==> config.mk <==
export PLATFORM = sky130hd
export DESIGN_NAME = instance_registry_and_service_router_top
export DESIGN_NICKNAME = d
export VERILOG_FILES = /design/src/rtl/irsr_pkg.sv /design/src/rtl/instance_registry_and_service_router_top.sv
export SDC_FILE = /design/constraint.sdc
export NUM_CORES = 1
export LEC_CHECK = 0
export ABC_AREA = 1
export BUFFER_PORTS_ARGS = -buffer_cell sky130_fd_sc_hd__buf_2
export CAP_MARGIN = 25
export CORE_AREA = 10 10 264 266
export DETAILED_ROUTE_END_ITERATION = 12
export DIE_AREA = 0 0 274 276
export PLACE_DENSITY_LB_ADDON = 0.25
export SLEW_MARGIN = 20
export SYNTH_ARGS = -nofsm -noshare
export SYNTH_HDL_FRONTEND = slang
export SYNTH_SLANG_ARGS = --single-unit
==> constraint.sdc <==
create_clock -name clk -period 10.63 [get_ports clk]
set_input_delay 0.5315 -clock clk [delete_from_list [all_inputs] [get_ports clk]]
set_output_delay 0.5315 -clock clk [all_outputs]
set_load 0.05 [all_outputs]
==> src/rtl/irsr_pkg.sv <==
`timescale 1ns / 1ps
// ----------------------------------------------------------------------------
// irsr_pkg
// Types and codes shared by the instance registry and service router.
// ----------------------------------------------------------------------------
package irsr_pkg;

    localparam logic [1:0] CMD_START = 2'd0;
    localparam logic [1:0] CMD_STOP  = 2'd1;
    localparam logic [1:0] CMD_MARK  = 2'd2;
    localparam logic [1:0] CMD_ROUTE = 2'd3;

    localparam logic [2:0] ST_STARTED  = 3'd0;
    localparam logic [2:0] ST_NO_FREE  = 3'd1;
    localparam logic [2:0] ST_CONFLICT = 3'd2;
    localparam logic [2:0] ST_FULL     = 3'd3;
    localparam logic [2:0] ST_STOPPED  = 3'd4;
    localparam logic [2:0] ST_MARKED   = 3'd5;
    localparam logic [2:0] ST_ROUTED   = 3'd6;
    localparam logic [2:0] ST_NO_INST  = 3'd7;

    localparam logic [1:0] SLOT_FREE     = 2'd0;
    localparam logic [1:0] SLOT_STARTING = 2'd1;
    localparam logic [1:0] SLOT_RUNNING  = 2'd2;

    localparam int HASH_W = 32;

    typedef struct packed {
        logic [1:0]        command;
        logic              has_requested_id;
        logic [7:0]        inst_id;
        logic [3:0]        svc_id;
        logic [HASH_W-1:0] flow_hash;
    } cmd_item_t;

    typedef struct packed {
        logic [2:0] status;
        logic [3:0] result_id;
    } rsp_item_t;

endpackage

==> src/rtl/instance_registry_and_service_router_top.sv <==
`timescale 1ns / 1ps
// ----------------------------------------------------------------------------
// instance_registry_and_service_router_top
// Instance slot registry with per-service member lists and hash routing.
// ----------------------------------------------------------------------------
// One item at a time. All state sits in synchronous memories (slot states,
// member counts, member lists) read through registered outputs; slot states
// and counts carry reset-cleared valid bits, so no clearing pass is needed.
// Per item: start first advances the next-free pointer past running slots,
// then reads the slot and the count; stop clears the slot, reads the count and
// scans the service list, moving later entries down; mark reads the slot;
// route reads the count, runs the bit-serial hash-modulo-count divider and
// then reads the list. Each result is loaded into the output register and the
// block returns to idle, where the next item is accepted. A finished result
// waits in the output register while the next item is accepted.
// ----------------------------------------------------------------------------
module instance_registry_and_service_router_top #(
    parameter int MAX_INSTANCES   = 16,
    parameter int MAX_PER_SERVICE = 8,
    parameter int NUM_SERVICES    = 16
) (
    input  logic                cmd_valid,
    output logic                cmd_stall,
    input  irsr_pkg::cmd_item_t cmd,
    output logic                rsp_valid,
    input  logic                rsp_stall,
    output irsr_pkg::rsp_item_t rsp,
    input  logic                clk,
    input  logic                rst_n
);
    import irsr_pkg::*;

    localparam int IW   = (MAX_INSTANCES > 2) ? $clog2(MAX_INSTANCES) : 1;
    localparam int NFW  = $clog2(MAX_INSTANCES + 1);
    localparam int SW   = (NUM_SERVICES > 1) ? $clog2(NUM_SERVICES) : 1;
    localparam int SXW  = (SW > 4) ? SW : 4;
    localparam int KW   = (MAX_PER_SERVICE > 1) ? $clog2(MAX_PER_SERVICE) : 1;
    localparam int CW   = $clog2(MAX_PER_SERVICE + 1);
    localparam int MW   = SW + KW;
    localparam int MDEP = NUM_SERVICES << KW;
    localparam int BCW  = $clog2(HASH_W + 1);

    typedef enum logic [16:0] {
        S_IDLE       = 17'h00001,
        S_SKIP_RD    = 17'h00002,
        S_SKIP_CHK   = 17'h00004,
        S_ID         = 17'h00008,
        S_ID_CHK     = 17'h00010,
        S_STOP       = 17'h00020,
        S_STOP_CNT   = 17'h00040,
        S_SCAN_RD    = 17'h00080,
        S_SCAN_CHK   = 17'h00100,
        S_MARK       = 17'h00200,
        S_MARK_CHK   = 17'h00400,
        S_ROUTE      = 17'h00800,
        S_ROUTE_CNT  = 17'h01000,
        S_DIV        = 17'h02000,
        S_ROUTE_RD   = 17'h04000,
        S_ROUTE_DATA = 17'h08000,
        S_DONE       = 17'h10000
    } state_t;

    // Memories: slot state, member count, member list
    logic [1:0]    slot_mem [MAX_INSTANCES];
    logic [CW-1:0] cnt_mem  [NUM_SERVICES];
    logic [IW-1:0] mbr_mem  [MDEP];

    logic [MAX_INSTANCES-1:0] slot_vld_reg;
    logic [NUM_SERVICES-1:0]  cnt_vld_reg;

    state_t         state_reg, state_next;
    cmd_item_t      item_reg;
    logic [NFW-1:0] nf_reg, nf_next;
    logic [IW-1:0]  id_reg, id_next;
    logic [CW-1:0]  cnt_reg, cnt_next;
    logic [CW-1:0]  k_reg, k_next;
    logic           found_reg, found_next;
    logic [CW-1:0]  rem_reg, rem_next;
    logic [HASH_W-1:0] hash_reg, hash_next;
    logic [BCW-1:0] bit_reg, bit_next;
    rsp_item_t      res_reg, res_next;
    rsp_item_t      rsp_reg;
    logic           rsp_valid_reg;

    // Memory ports
    logic          slot_re, slot_we;
    logic [IW-1:0] slot_raddr, slot_waddr;
    logic [1:0]    slot_wdata;
    logic [1:0]    slot_rdata_reg;
    logic          slot_rvld_reg;
    logic          cnt_re, cnt_we;
    logic [CW-1:0] cnt_wdata;
    logic [CW-1:0] cnt_rdata_reg;
    logic          cnt_rvld_reg;
    logic          mbr_re, mbr_we;
    logic [MW-1:0] mbr_raddr, mbr_waddr;
    logic [IW-1:0] mbr_wdata;
    logic [IW-1:0] mbr_rdata_reg;

    // Decoded fields of the held item
    logic [SXW-1:0] svc_ext;
    logic [SW-1:0]  svc_idx;
    logic           svc_ok;
    logic           id_ok;
    logic [IW-1:0]  id_idx;
    logic [8:0]     start_id;
    logic [1:0]     slot_rd;
    logic [CW-1:0]  cnt_rd;
    logic [CW:0]    div_trial;
    logic           out_free;

    assign svc_ext  = SXW'(item_reg.svc_id);
    assign svc_idx  = svc_ext[SW-1:0];
    assign svc_ok   = {1'b0, svc_ext} < (SXW + 1)'(NUM_SERVICES);
    assign id_ok    = {1'b0, item_reg.inst_id} < 9'(MAX_INSTANCES);
    assign id_idx   = IW'(item_reg.inst_id);
    assign start_id = item_reg.has_requested_id ? {1'b0, item_reg.inst_id}
                                                : 9'(nf_reg);
    // Unwritten entries read as their reset value
    assign slot_rd   = slot_rvld_reg ? slot_rdata_reg : SLOT_FREE;
    assign cnt_rd    = cnt_rvld_reg ? cnt_rdata_reg : '0;
    assign div_trial = {rem_reg, hash_reg[HASH_W-1]};
    assign out_free  = !rsp_valid_reg || !rsp_stall;

    assign cmd_stall = (state_reg != S_IDLE);
    assign rsp_valid = rsp_valid_reg;
    assign rsp       = rsp_reg;

    always_comb
    begin
        state_next = state_reg;
        nf_next    = nf_reg;
        id_next    = id_reg;
        cnt_next   = cnt_reg;
        k_next     = k_reg;
        found_next = found_reg;
        rem_next   = rem_reg;
        hash_next  = hash_reg;
        bit_next   = bit_reg;
        res_next   = res_reg;
        slot_re    = 1'b0;
        slot_raddr = id_idx;
        slot_we    = 1'b0;
        slot_waddr = id_idx;
        slot_wdata = SLOT_FREE;
        cnt_re     = 1'b0;
        cnt_we     = 1'b0;
        cnt_wdata  = '0;
        mbr_re     = 1'b0;
        mbr_raddr  = {svc_idx, k_reg[KW-1:0]};
        mbr_we     = 1'b0;
        mbr_waddr  = {svc_idx, KW'(k_reg - 1'b1)};
        mbr_wdata  = mbr_rdata_reg;
        unique case (state_reg)
            S_IDLE:
            begin
                if (cmd_valid)
                begin
                    unique case (cmd.command)
                        CMD_START: state_next = S_SKIP_RD;
                        CMD_STOP:  state_next = S_STOP;
                        CMD_MARK:  state_next = S_MARK;
                        default:   state_next = S_ROUTE;
                    endcase
                end
            end
            S_SKIP_RD:
            begin
                // advance the pointer past running slots, one read per slot
                if (nf_reg < NFW'(MAX_INSTANCES))
                begin
                    slot_re    = 1'b1;
                    slot_raddr = IW'(nf_reg);
                    state_next = S_SKIP_CHK;
                end
                else
                begin
                    state_next = S_ID;
                end
            end
            S_SKIP_CHK:
            begin
                if (slot_rd == SLOT_RUNNING)
                begin
                    nf_next    = nf_reg + 1'b1;
                    state_next = S_SKIP_RD;
                end
                else
                begin
                    state_next = S_ID;
                end
            end
            S_ID:
            begin
                if (!item_reg.has_requested_id && nf_reg < NFW'(MAX_INSTANCES))
                begin
                    nf_next = nf_reg + 1'b1;
                end
                id_next = IW'(start_id);
                if (start_id >= 9'(MAX_INSTANCES))
                begin
                    res_next   = '{status: ST_NO_FREE, result_id: 4'd0};
                    state_next = S_DONE;
                end
                else
                begin
                    slot_re    = 1'b1;
                    slot_raddr = IW'(start_id);
                    cnt_re     = 1'b1;
                    state_next = S_ID_CHK;
                end
            end
            S_ID_CHK:
            begin
                state_next = S_DONE;
                if (slot_rd == SLOT_RUNNING)
                begin
                    res_next = '{status: ST_CONFLICT, result_id: 4'd0};
                end
                else if (!svc_ok || cnt_rd >= CW'(MAX_PER_SERVICE))
                begin
                    res_next = '{status: ST_FULL, result_id: 4'd0};
                end
                else
                begin
                    slot_we    = 1'b1;
                    slot_waddr = id_reg;
                    slot_wdata = SLOT_STARTING;
                    mbr_we     = 1'b1;
                    mbr_waddr  = {svc_idx, cnt_rd[KW-1:0]};
                    mbr_wdata  = id_reg;
                    cnt_we     = 1'b1;
                    cnt_wdata  = cnt_rd + 1'b1;
                    res_next   = '{status: ST_STARTED,
                                   result_id: 4'(9'(id_reg))};
                end
            end
            S_STOP:
            begin
                slot_we    = id_ok;
                slot_wdata = SLOT_FREE;
                res_next   = '{status: ST_STOPPED, result_id: 4'd0};
                if (svc_ok)
                begin
                    cnt_re     = 1'b1;
                    state_next = S_STOP_CNT;
                end
                else
                begin
                    state_next = S_DONE;
                end
            end
            S_STOP_CNT:
            begin
                cnt_next   = cnt_rd;
                k_next     = '0;
                found_next = 1'b0;
                if (cnt_rd != '0)
                begin
                    cnt_we    = 1'b1;
                    cnt_wdata = cnt_rd - 1'b1;
                end
                state_next = S_SCAN_RD;
            end
            S_SCAN_RD:
            begin
                if (k_reg < cnt_reg)
                begin
                    mbr_re     = 1'b1;
                    state_next = S_SCAN_CHK;
                end
                else
                begin
                    state_next = S_DONE;
                end
            end
            S_SCAN_CHK:
            begin
                // after the match, move every later entry down by one
                if (found_reg)
                begin
                    mbr_we = 1'b1;
                end
                else if (9'(mbr_rdata_reg) == {1'b0, item_reg.inst_id})
                begin
                    found_next = 1'b1;
                end
                k_next     = k_reg + 1'b1;
                state_next = S_SCAN_RD;
            end
            S_MARK:
            begin
                res_next = '{status: ST_MARKED, result_id: 4'd0};
                if (id_ok)
                begin
                    slot_re    = 1'b1;
                    state_next = S_MARK_CHK;
                end
                else
                begin
                    state_next = S_DONE;
                end
            end
            S_MARK_CHK:
            begin
                if (slot_rd == SLOT_STARTING)
                begin
                    slot_we    = 1'b1;
                    slot_wdata = SLOT_RUNNING;
                end
                state_next = S_DONE;
            end
            S_ROUTE:
            begin
                res_next = '{status: ST_NO_INST, result_id: 4'd0};
                if (svc_ok)
                begin
                    cnt_re     = 1'b1;
                    state_next = S_ROUTE_CNT;
                end
                else
                begin
                    state_next = S_DONE;
                end
            end
            S_ROUTE_CNT:
            begin
                cnt_next  = cnt_rd;
                rem_next  = '0;
                hash_next = item_reg.flow_hash;
                bit_next  = '0;
                if (cnt_rd == '0)
                begin
                    state_next = S_DONE;
                end
                else
                begin
                    state_next = S_DIV;
                end
            end
            S_DIV:
            begin
                // restoring division, one hash bit per cycle
                if (div_trial >= {1'b0, cnt_reg})
                begin
                    rem_next = CW'(div_trial - {1'b0, cnt_reg});
                end
                else
                begin
                    rem_next = CW'(div_trial);
                end
                hash_next = {hash_reg[HASH_W-2:0], 1'b0};
                bit_next  = bit_reg + 1'b1;
                if (bit_reg == BCW'(HASH_W - 1))
                begin
                    state_next = S_ROUTE_RD;
                end
            end
            S_ROUTE_RD:
            begin
                mbr_re     = 1'b1;
                mbr_raddr  = {svc_idx, rem_reg[KW-1:0]};
                state_next = S_ROUTE_DATA;
            end
            S_ROUTE_DATA:
            begin
                res_next   = '{status: ST_ROUTED,
                               result_id: 4'(9'(mbr_rdata_reg))};
                state_next = S_DONE;
            end
            S_DONE:
            begin
                if (out_free)
                begin
                    state_next = S_IDLE;
                end
            end
            default:
            begin
                state_next = S_IDLE;
            end
        endcase
    end

    // Control registers
    always_ff @(posedge clk or negedge rst_n)
    begin
        if (!rst_n)
        begin
            state_reg     <= S_IDLE;
            nf_reg        <= NFW'(1);
            rsp_valid_reg <= 1'b0;
            slot_vld_reg  <= '0;
            cnt_vld_reg   <= '0;
            found_reg     <= 1'b0;
            bit_reg       <= '0;
        end
        else
        begin
            state_reg <= state_next;
            nf_reg    <= nf_next;
            found_reg <= found_next;
            bit_reg   <= bit_next;
            if (slot_we)
            begin
                slot_vld_reg[slot_waddr] <= 1'b1;
            end
            if (cnt_we)
            begin
                cnt_vld_reg[svc_idx] <= 1'b1;
            end
            if (state_reg == S_DONE && out_free)
            begin
                rsp_valid_reg <= 1'b1;
            end
            else if (!rsp_stall)
            begin
                rsp_valid_reg <= 1'b0;
            end
        end
    end

    // Payload registers
    always_ff @(posedge clk)
    begin
        if (state_reg == S_IDLE && cmd_valid)
        begin
            item_reg <= cmd;
        end
        id_reg   <= id_next;
        cnt_reg  <= cnt_next;
        k_reg    <= k_next;
        rem_reg  <= rem_next;
        hash_reg <= hash_next;
        res_reg  <= res_next;
        if (state_reg == S_DONE && out_free)
        begin
            rsp_reg <= res_reg;
        end
    end

    // Slot state memory
    always_ff @(posedge clk)
    begin
        if (slot_we)
        begin
            slot_mem[slot_waddr] <= slot_wdata;
        end
        if (slot_re)
        begin
            slot_rdata_reg <= slot_mem[slot_raddr];
            slot_rvld_reg  <= slot_vld_reg[slot_raddr];
        end
    end

    // Member count memory
    always_ff @(posedge clk)
    begin
        if (cnt_we)
        begin
            cnt_mem[svc_idx] <= cnt_wdata;
        end
        if (cnt_re)
        begin
            cnt_rdata_reg <= cnt_mem[svc_idx];
            cnt_rvld_reg  <= cnt_vld_reg[svc_idx];
        end
    end

    // Member list memory
    always_ff @(posedge clk)
    begin
        if (mbr_we)
        begin
            mbr_mem[mbr_waddr] <= mbr_wdata;
        end
        if (mbr_re)
        begin
            mbr_rdata_reg <= mbr_mem[mbr_raddr];
        end
    end

    // Checks
    a_nf_range: assert property (@(posedge clk) disable iff (!rst_n)
        nf_reg != '0 && nf_reg <= NFW'(MAX_INSTANCES))
        else $error("next-free pointer out of range");

    a_accept_busy: assert property (@(posedge clk) disable iff (!rst_n)
        (cmd_valid && !cmd_stall) |=> state_reg != S_IDLE)
        else $error("accepted item did not start work");

    a_done_loads: assert property (@(posedge clk) disable iff (!rst_n)
        (state_reg == S_DONE && out_free) |=> rsp_valid)
        else $error("finished item not presented");

    a_scan_bound: assert property (@(posedge clk) disable iff (!rst_n)
        state_reg == S_SCAN_CHK |-> k_reg < cnt_reg)
        else $error("list scan beyond member count");

endmodule

Word-level counts from Yosys, hierarchy flattened
Memories as Yosys holds them, arrays and structs flattened. A register that Yosys moved wholly into a read port is not among the register bits.
Cells that the tools add are included.
{ "totals": {"out_inout_bits": 9, "n_memories": 3, "ram_bits": 608, "ff_bits": 171} }
{ "classes": {"add_sub_neg": 7, "order_cmp": 11, "bitwise": 2, "n_reduce_logical": 23, "n_mux": 81, "n_eq_ne": 31} }
{ "memory_table": {"columns": ["name", "depth", "word_bits", "rd", "rd_ports_with_merged_regs", "write_ports", "line_no", "rtl"], "rows": [
  ["mbr_mem", 128, 4, 1, 1, 1, "instance_registry_and_service_router_top.sv:66", "logic [IW-1:0] mbr_mem [MDEP];"],
  ["cnt_mem", 16, 4, 1, 1, 1, "instance_registry_and_service_router_top.sv:65", "logic [CW-1:0] cnt_mem [NUM_SERVICES];"],
  ["slot_mem", 16, 2, 1, 1, 1, "instance_registry_and_service_router_top.sv:64", "logic [1:0] slot_mem [MAX_INSTANCES];"]
]} }
{ "op_table": {"columns": ["op", "count"], "rows": [
  ["17-bit one-hot mux with 14 select lines", 1],
  ["17-bit 2-to-1 mux", 7],
  ["32-bit one-hot mux with 2 select lines", 1],
  ["4-bit 2-to-1 mux", 15],
  ["7-bit one-hot mux with 6 select lines", 1],
  ["12-bit one-hot mux with 3 select lines", 1],
  ["16-bit OR", 2],
  ["4-bit one-hot mux with 2 select lines", 4],
  ["1-bit 2-to-1 mux", 25],
  ["17-bit by 1-bit == test with 1-bit output, second input constant", 1],
  ["17-bit by 10-bit == test with 1-bit output, second input constant", 1],
  ["17-bit by 11-bit == test with 1-bit output, second input constant", 1],
  ["17-bit by 12-bit == test with 1-bit output, second input constant", 1],
  ["17-bit by 13-bit == test with 1-bit output, second input constant", 1],
  ["17-bit by 14-bit == test with 1-bit output, second input constant", 1],
  ["17-bit by 15-bit == test with 1-bit output, second input constant", 1],
  ["17-bit by 16-bit == test with 1-bit output, second input constant", 1],
  ["17-bit == test, second input constant", 1],
  ["17-bit by 2-bit == test with 1-bit output, second input constant", 1],
  ["17-bit by 3-bit == test with 1-bit output, second input constant", 1],
  ["17-bit by 4-bit == test with 1-bit output, second input constant", 1],
  ["17-bit by 5-bit == test with 1-bit output, second input constant", 1],
  ["17-bit by 6-bit == test with 1-bit output, second input constant", 1],
  ["17-bit by 7-bit == test with 1-bit output, second input constant", 1],
  ["48 further kinds", 83]
]} }

Logic depth before layout (Yosys ltp)
{ "depth": {"depth_word": 10, "ltp_mapped": 18, "mapped_depth_nobuf": 17} }

Worst setup path after synthesis
No wires, ideal clock.
{ "synth_path": {"kind": "register to register", "startpoint": "register state_reg[0]", "endpoint": "memory mbr_mem[0][0] in the netlist's numbering, data pin", "setup_slack_ns": 2.957, "synth_period_minus_slack_ns": 7.673, "path_buffers": 1, "required_time_ns": 9.431, "path_stages_with_launch": 12, "setup_time_ns": 1.199, "arrival_time_ns": 6.475, "path_cell_list": "dfstp_2 -> nor2_2 -> nand2_2 -> inv_2 -> nand3_1 -> inv_1 -> nand4_4 -> inv_2 -> nand2_4 -> buf_6 -> inv_1 -> o21ai_0"} }
{ "synth_via": {"elab_chain_cells": 2} }
{ "synth_rtl": {"columns": ["item", "line_no", "rtl"], "rows": [
  ["from (decl)", "instance_registry_and_service_router_top.sv:71", "state_t state_reg, state_next;"],
  ["from (signal assigned)", "instance_registry_and_service_router_top.sv:400", "state_reg <= state_next;"],
  ["17-bit by 5-bit == test with 1-bit output", "instance_registry_and_service_router_top.sv:154", "unique case (state_reg)"],
  ["4-bit 2-to-1 mux", "instance_registry_and_service_router_top.sv:154", null],
  ["net mbr_wdata[0]", "instance_registry_and_service_router_top.sv:97", "logic [IW-1:0] mbr_wdata;"],
  ["to (decl)", "instance_registry_and_service_router_top.sv:66", null]
]} }
The timed path passes the listed nets, and every way through them passes these cells.

Worst setup path after layout
{ "layout_path": {"startpoint": "register state_reg[12]", "endpoint": "register mbr_rdata_reg[1] (read register of mbr_mem), data pin"} }
{ "layout_via": {"elab_chain_cells": 2, "word_cells_on_any_way": 4, "classes_between": "2 x eq/ne; 2 x mux"} }
{ "layout_rtl": {"columns": ["item", "line_no", "rtl"], "rows": [
  ["17-bit by 15-bit == test with 1-bit output or 17-bit by 8-bit == test with 1-bit output (tied branches)", "instance_registry_and_service_router_top.sv:154", null],
  ["1-bit one-hot mux with 2 select lines or 3-bit 2-to-1 mux (tied branches)", "instance_registry_and_service_router_top.sv:154", null],
  ["to (decl)", "instance_registry_and_service_router_top.sv:98", "logic [IW-1:0] mbr_rdata_reg;"]
]} }
Parallel ways exist; a longest one is shown, timed or not.
A chain may end at the register's enable or synchronous reset.

==> flow_summary.toml <==
[logic_synthesis]
synthesis.nets = 3266
ys.flop_type = "sky130_fd_sc_hd__edfxtp_1"
synth_top_cell_by_area = "sky130_fd_sc_hd__edfxtp_1"
postSynthAreaPerCell_sq_um = 11.0
ys_seq_area_share_pct = 66.7
yosysUniqueCellTypes = 54
synth-warning-count = 0
ys_async_sr_fraction_pct = 7.86
number_of_flops_mapped_to_enable_cells_by_yosys = 727
yosys.area.top_type_share_pct = 62.3
leading_cell_types_by_total_area_after_synthesis = "sky130_fd_sc_hd__edfxtp_1, sky130_fd_sc_hd__nand3_1, sky130_fd_sc_hd__nand2_1, sky130_fd_sc_hd__dfrtp_1, sky130_fd_sc_hd__nand3b_1"
synth-seq-cells = 789
syn_area_sq_um = 35000
synth_cells = 3200

[setup_path]
worstReg2RegEnd = "mbr_rdata_reg[1]"
critical_path.reg2reg.startpoint = "state_reg[12]"
timing.setup.critical_path_class = "register to register"
buffers_and_inverters_on_the_worst_path = 1
r2r_slack_ps = 5870
critPathLaunchType = "register"
cp_data_arrival_time_ps = 5110
crit_cells = 15
crit_path_max_delay_family = "simple AND/OR/NAND/NOR gates"
cp_capture_type = "register"
crit_slowest_cell = "sky130_fd_sc_hd__nand2_8"
ff2ff_path_depth = 15
critical_path_cell_by_cell = "nor2_2, nand3_1, nor2_1, nand3_4, nand2_8, buf_4, nand2_1, nand3_1, nand3_1, nand3_1, nand2_1, nor2_1, nor2_1, nor2_1, nand2_1"
slowest_delay_ps = 900
cp.required_ps = 10980
crit_path_max_fo = 165

[route]
drc_violations_left = 0
drt_iter0_drc = 2578
routed_wire_length_per_instance_microns = 19.9
firstDrtPassIters = 6
post_drt_via_cell_ratio = 5.69
routed_wirelength_microns = 82400
antenna_violating_nets_post_route = 0
routed-via-count = 23514

[worst_hold_path]
hold_path.class = "primary input to register"
worst_hold_startpoint = "cmd[6]"
hold_path_depth = 1
hold-path-endpoint = "item_reg[6]"

[final_layout]
post_layout_nonfiller_instances = 4133
regArea_sq_um = 23400
multiInputGateArea_sq_um = 9400
stdcell_area_sq_um = 38500
top_library_cells_by_usage_in_the_layout_fill_and_taps_aside = "sky130_fd_sc_hd__edfxtp_1, sky130_fd_sc_hd__nand2_1, sky130_fd_sc_hd__nand3_1"
antennaDiodeCount = 0
flow.area_growth_from_synthesis_pct = 9.98
largest_reg_flops = 512
filler_cells = 5168
final_layout_size_suffix_gt1_share_pct = 9.00
finalNetCount = 3279
commonest_non_fill_non_tap_cell_in_the_layout = "sky130_fd_sc_hd__edfxtp_1"

[sta]
finalHoldViolations = 0
tightestPinTransition_ps = 1030
timing.final.ws_setup_ps = 5870
final_period_minus_worst_setup_slack_ps = 4760
report.final.setup_viol = 0
post-route-period-util_pct = 44.8
setup-tns-final_ps = 0
achievable_clock_frequency_ghz = 0.210
timing.max_slew.rel_slack_pct = 31.7
rsz0062_at_grt = "false"
skew_ps = 30.9
slew_violations = 0

[clock_tree]
number_of_clock_buffers_inserted_by_tritoncts = 80
cts_num_sinks = 789
cts_hold_buf = 0
clock_pin_slew_of_the_registers_on_the_worst_case_setup_and_hold_paths_ps = 60
clk_latency_worst_skew_pair_ps = 640
h-tree-depth = 3
cts-root-to-sink-buffers = 3
post_cts_resized = 0
clock-root-buffer = "sky130_fd_sc_hd__clkbuf_16"
cts.repair_timing.setup_buffer_count = 0
cts_tree = "yes"

[place]
dpl.hpwl_microns = 48500
pre_cts_slack_ps = 6070
placed_cell_area_sq_um = 36000
routabilityCongestion = 0.880
dp.cells = 3985
portBuffers = 59

[power_and_ir_drop]
power.ir.vdd_worst_v = 0.000159
p_per_area_nw_per_um2 = 179
power.leakage_uw = 0.0149
fin_total_pwr_uw = 6880

[floorplan]
die_width_microns = 274
placementRows = 93
die_footprint_sq_um = 75600
design.portCount = 60
start_util_pct = 54.7
core_area_sq_um = 64100
die_height_microns = 276

[global_route]
grt_max_degree = 215
first_pass_grt_wire_length_microns = 129000
grt_pass1_vias = 23367
grt_remaining_overflow = 0
number_of_antenna_violations_at_the_first_check_in_global_routing = 1
gr_usage_total_pct = 21.6

[job]
drv.max_cap_violation_count = 0

[run_status]
outcome = "completed"
-- worst max-delay path by stage --
stage	to	from	slack [ps]
after floorplan	mbr_mem[0][0]	state_reg[0]	2960
after global placement	mbr_rdata_reg[1]	state_reg[12]	6200
after detailed placement	mbr_rdata_reg[0]	state_reg[12]	6070
after CTS	mbr_rdata_reg[2]	state_reg[12]	6020
after global routing	mbr_rdata_reg[0]	state_reg[16]	5560
final	mbr_rdata_reg[1]	state_reg[12]	5870
-- Yosys cell counts (4+ instances only) --
cell / number
sky130_fd_sc_hd__a21oi_1: 24
sky130_fd_sc_hd__a21oi_2: 6
sky130_fd_sc_hd__a22oi_1: 33
sky130_fd_sc_hd__buf_1: 10
sky130_fd_sc_hd__buf_2: 83
sky130_fd_sc_hd__buf_4: 20
sky130_fd_sc_hd__buf_6: 6
sky130_fd_sc_hd__clkbuf_1: 47
sky130_fd_sc_hd__dfrtp_1: 60
sky130_fd_sc_hd__edfxtp_1: 727
sky130_fd_sc_hd__ha_1: 14
sky130_fd_sc_hd__inv_1: 393
sky130_fd_sc_hd__inv_2: 15
sky130_fd_sc_hd__nand2_1: 558
sky130_fd_sc_hd__nand2_2: 21
sky130_fd_sc_hd__nand3_1: 514
sky130_fd_sc_hd__nand3_2: 6
sky130_fd_sc_hd__nand3b_1: 198
sky130_fd_sc_hd__nand4_1: 9
sky130_fd_sc_hd__nor2_1: 278
sky130_fd_sc_hd__nor2_2: 8
sky130_fd_sc_hd__nor2_4: 4
sky130_fd_sc_hd__nor3_1: 8
sky130_fd_sc_hd__nor4_1: 9
sky130_fd_sc_hd__o211ai_1: 22
sky130_fd_sc_hd__o21ai_0: 44
sky130_fd_sc_hd__o21ai_1: 12
sky130_fd_sc_hd__o22ai_1: 12
sky130_fd_sc_hd__or2_1: 8
sky130_fd_sc_hd__or4_1: 4
sky130_fd_sc_hd__xor2_1: 11
-- stage by stage --
stage	hold WS [ps]	utilization (%)
final	67.0	60.1
after global routing	40.2	60.1
after CTS	35.9	60.1
after detailed placement	405	56.1
after global placement	402	56.1
after floorplan	236	-
-- cell families after synthesis --
kind of cell | Yosys count | share of synthesized area [%]
compound gates | 171 | 3.12
xor+xnor | 14 | 0.350
fa+ha+maj | 15 | 0.557
buf+inv | 575 | 6.80
flops | 789 | 66.7
simple gates | 1636 | 22.4
-- power by group --
group,total [uW],switching [uW],internal [uW]
Clock,2730,1150,1580
Combinational,646,477,169
Sequential,3510,41.1,3460
-- routing by layer --
layer,up-vias,global-route usage [%],share of wire (%)
li1,10971,-,-
met1,11417,27.9,40
met2,929,35.6,48
met3,197,4.13,7.7
met4,0,8.21,3.6
met5,-,0,0
-- area by class of cell --
class | count | area share, %
sequential | 789 | 60.7
clock inverter | 36 | 0.883
timing repair buffer | 97 | 1.55
tap | 855 | 2.78
multi-input combinational | 1836 | 24.4
clock buffer | 111 | 5.73
inverter | 409 | 3.99
Note: power is estimated with default switching activity, not from simulation.
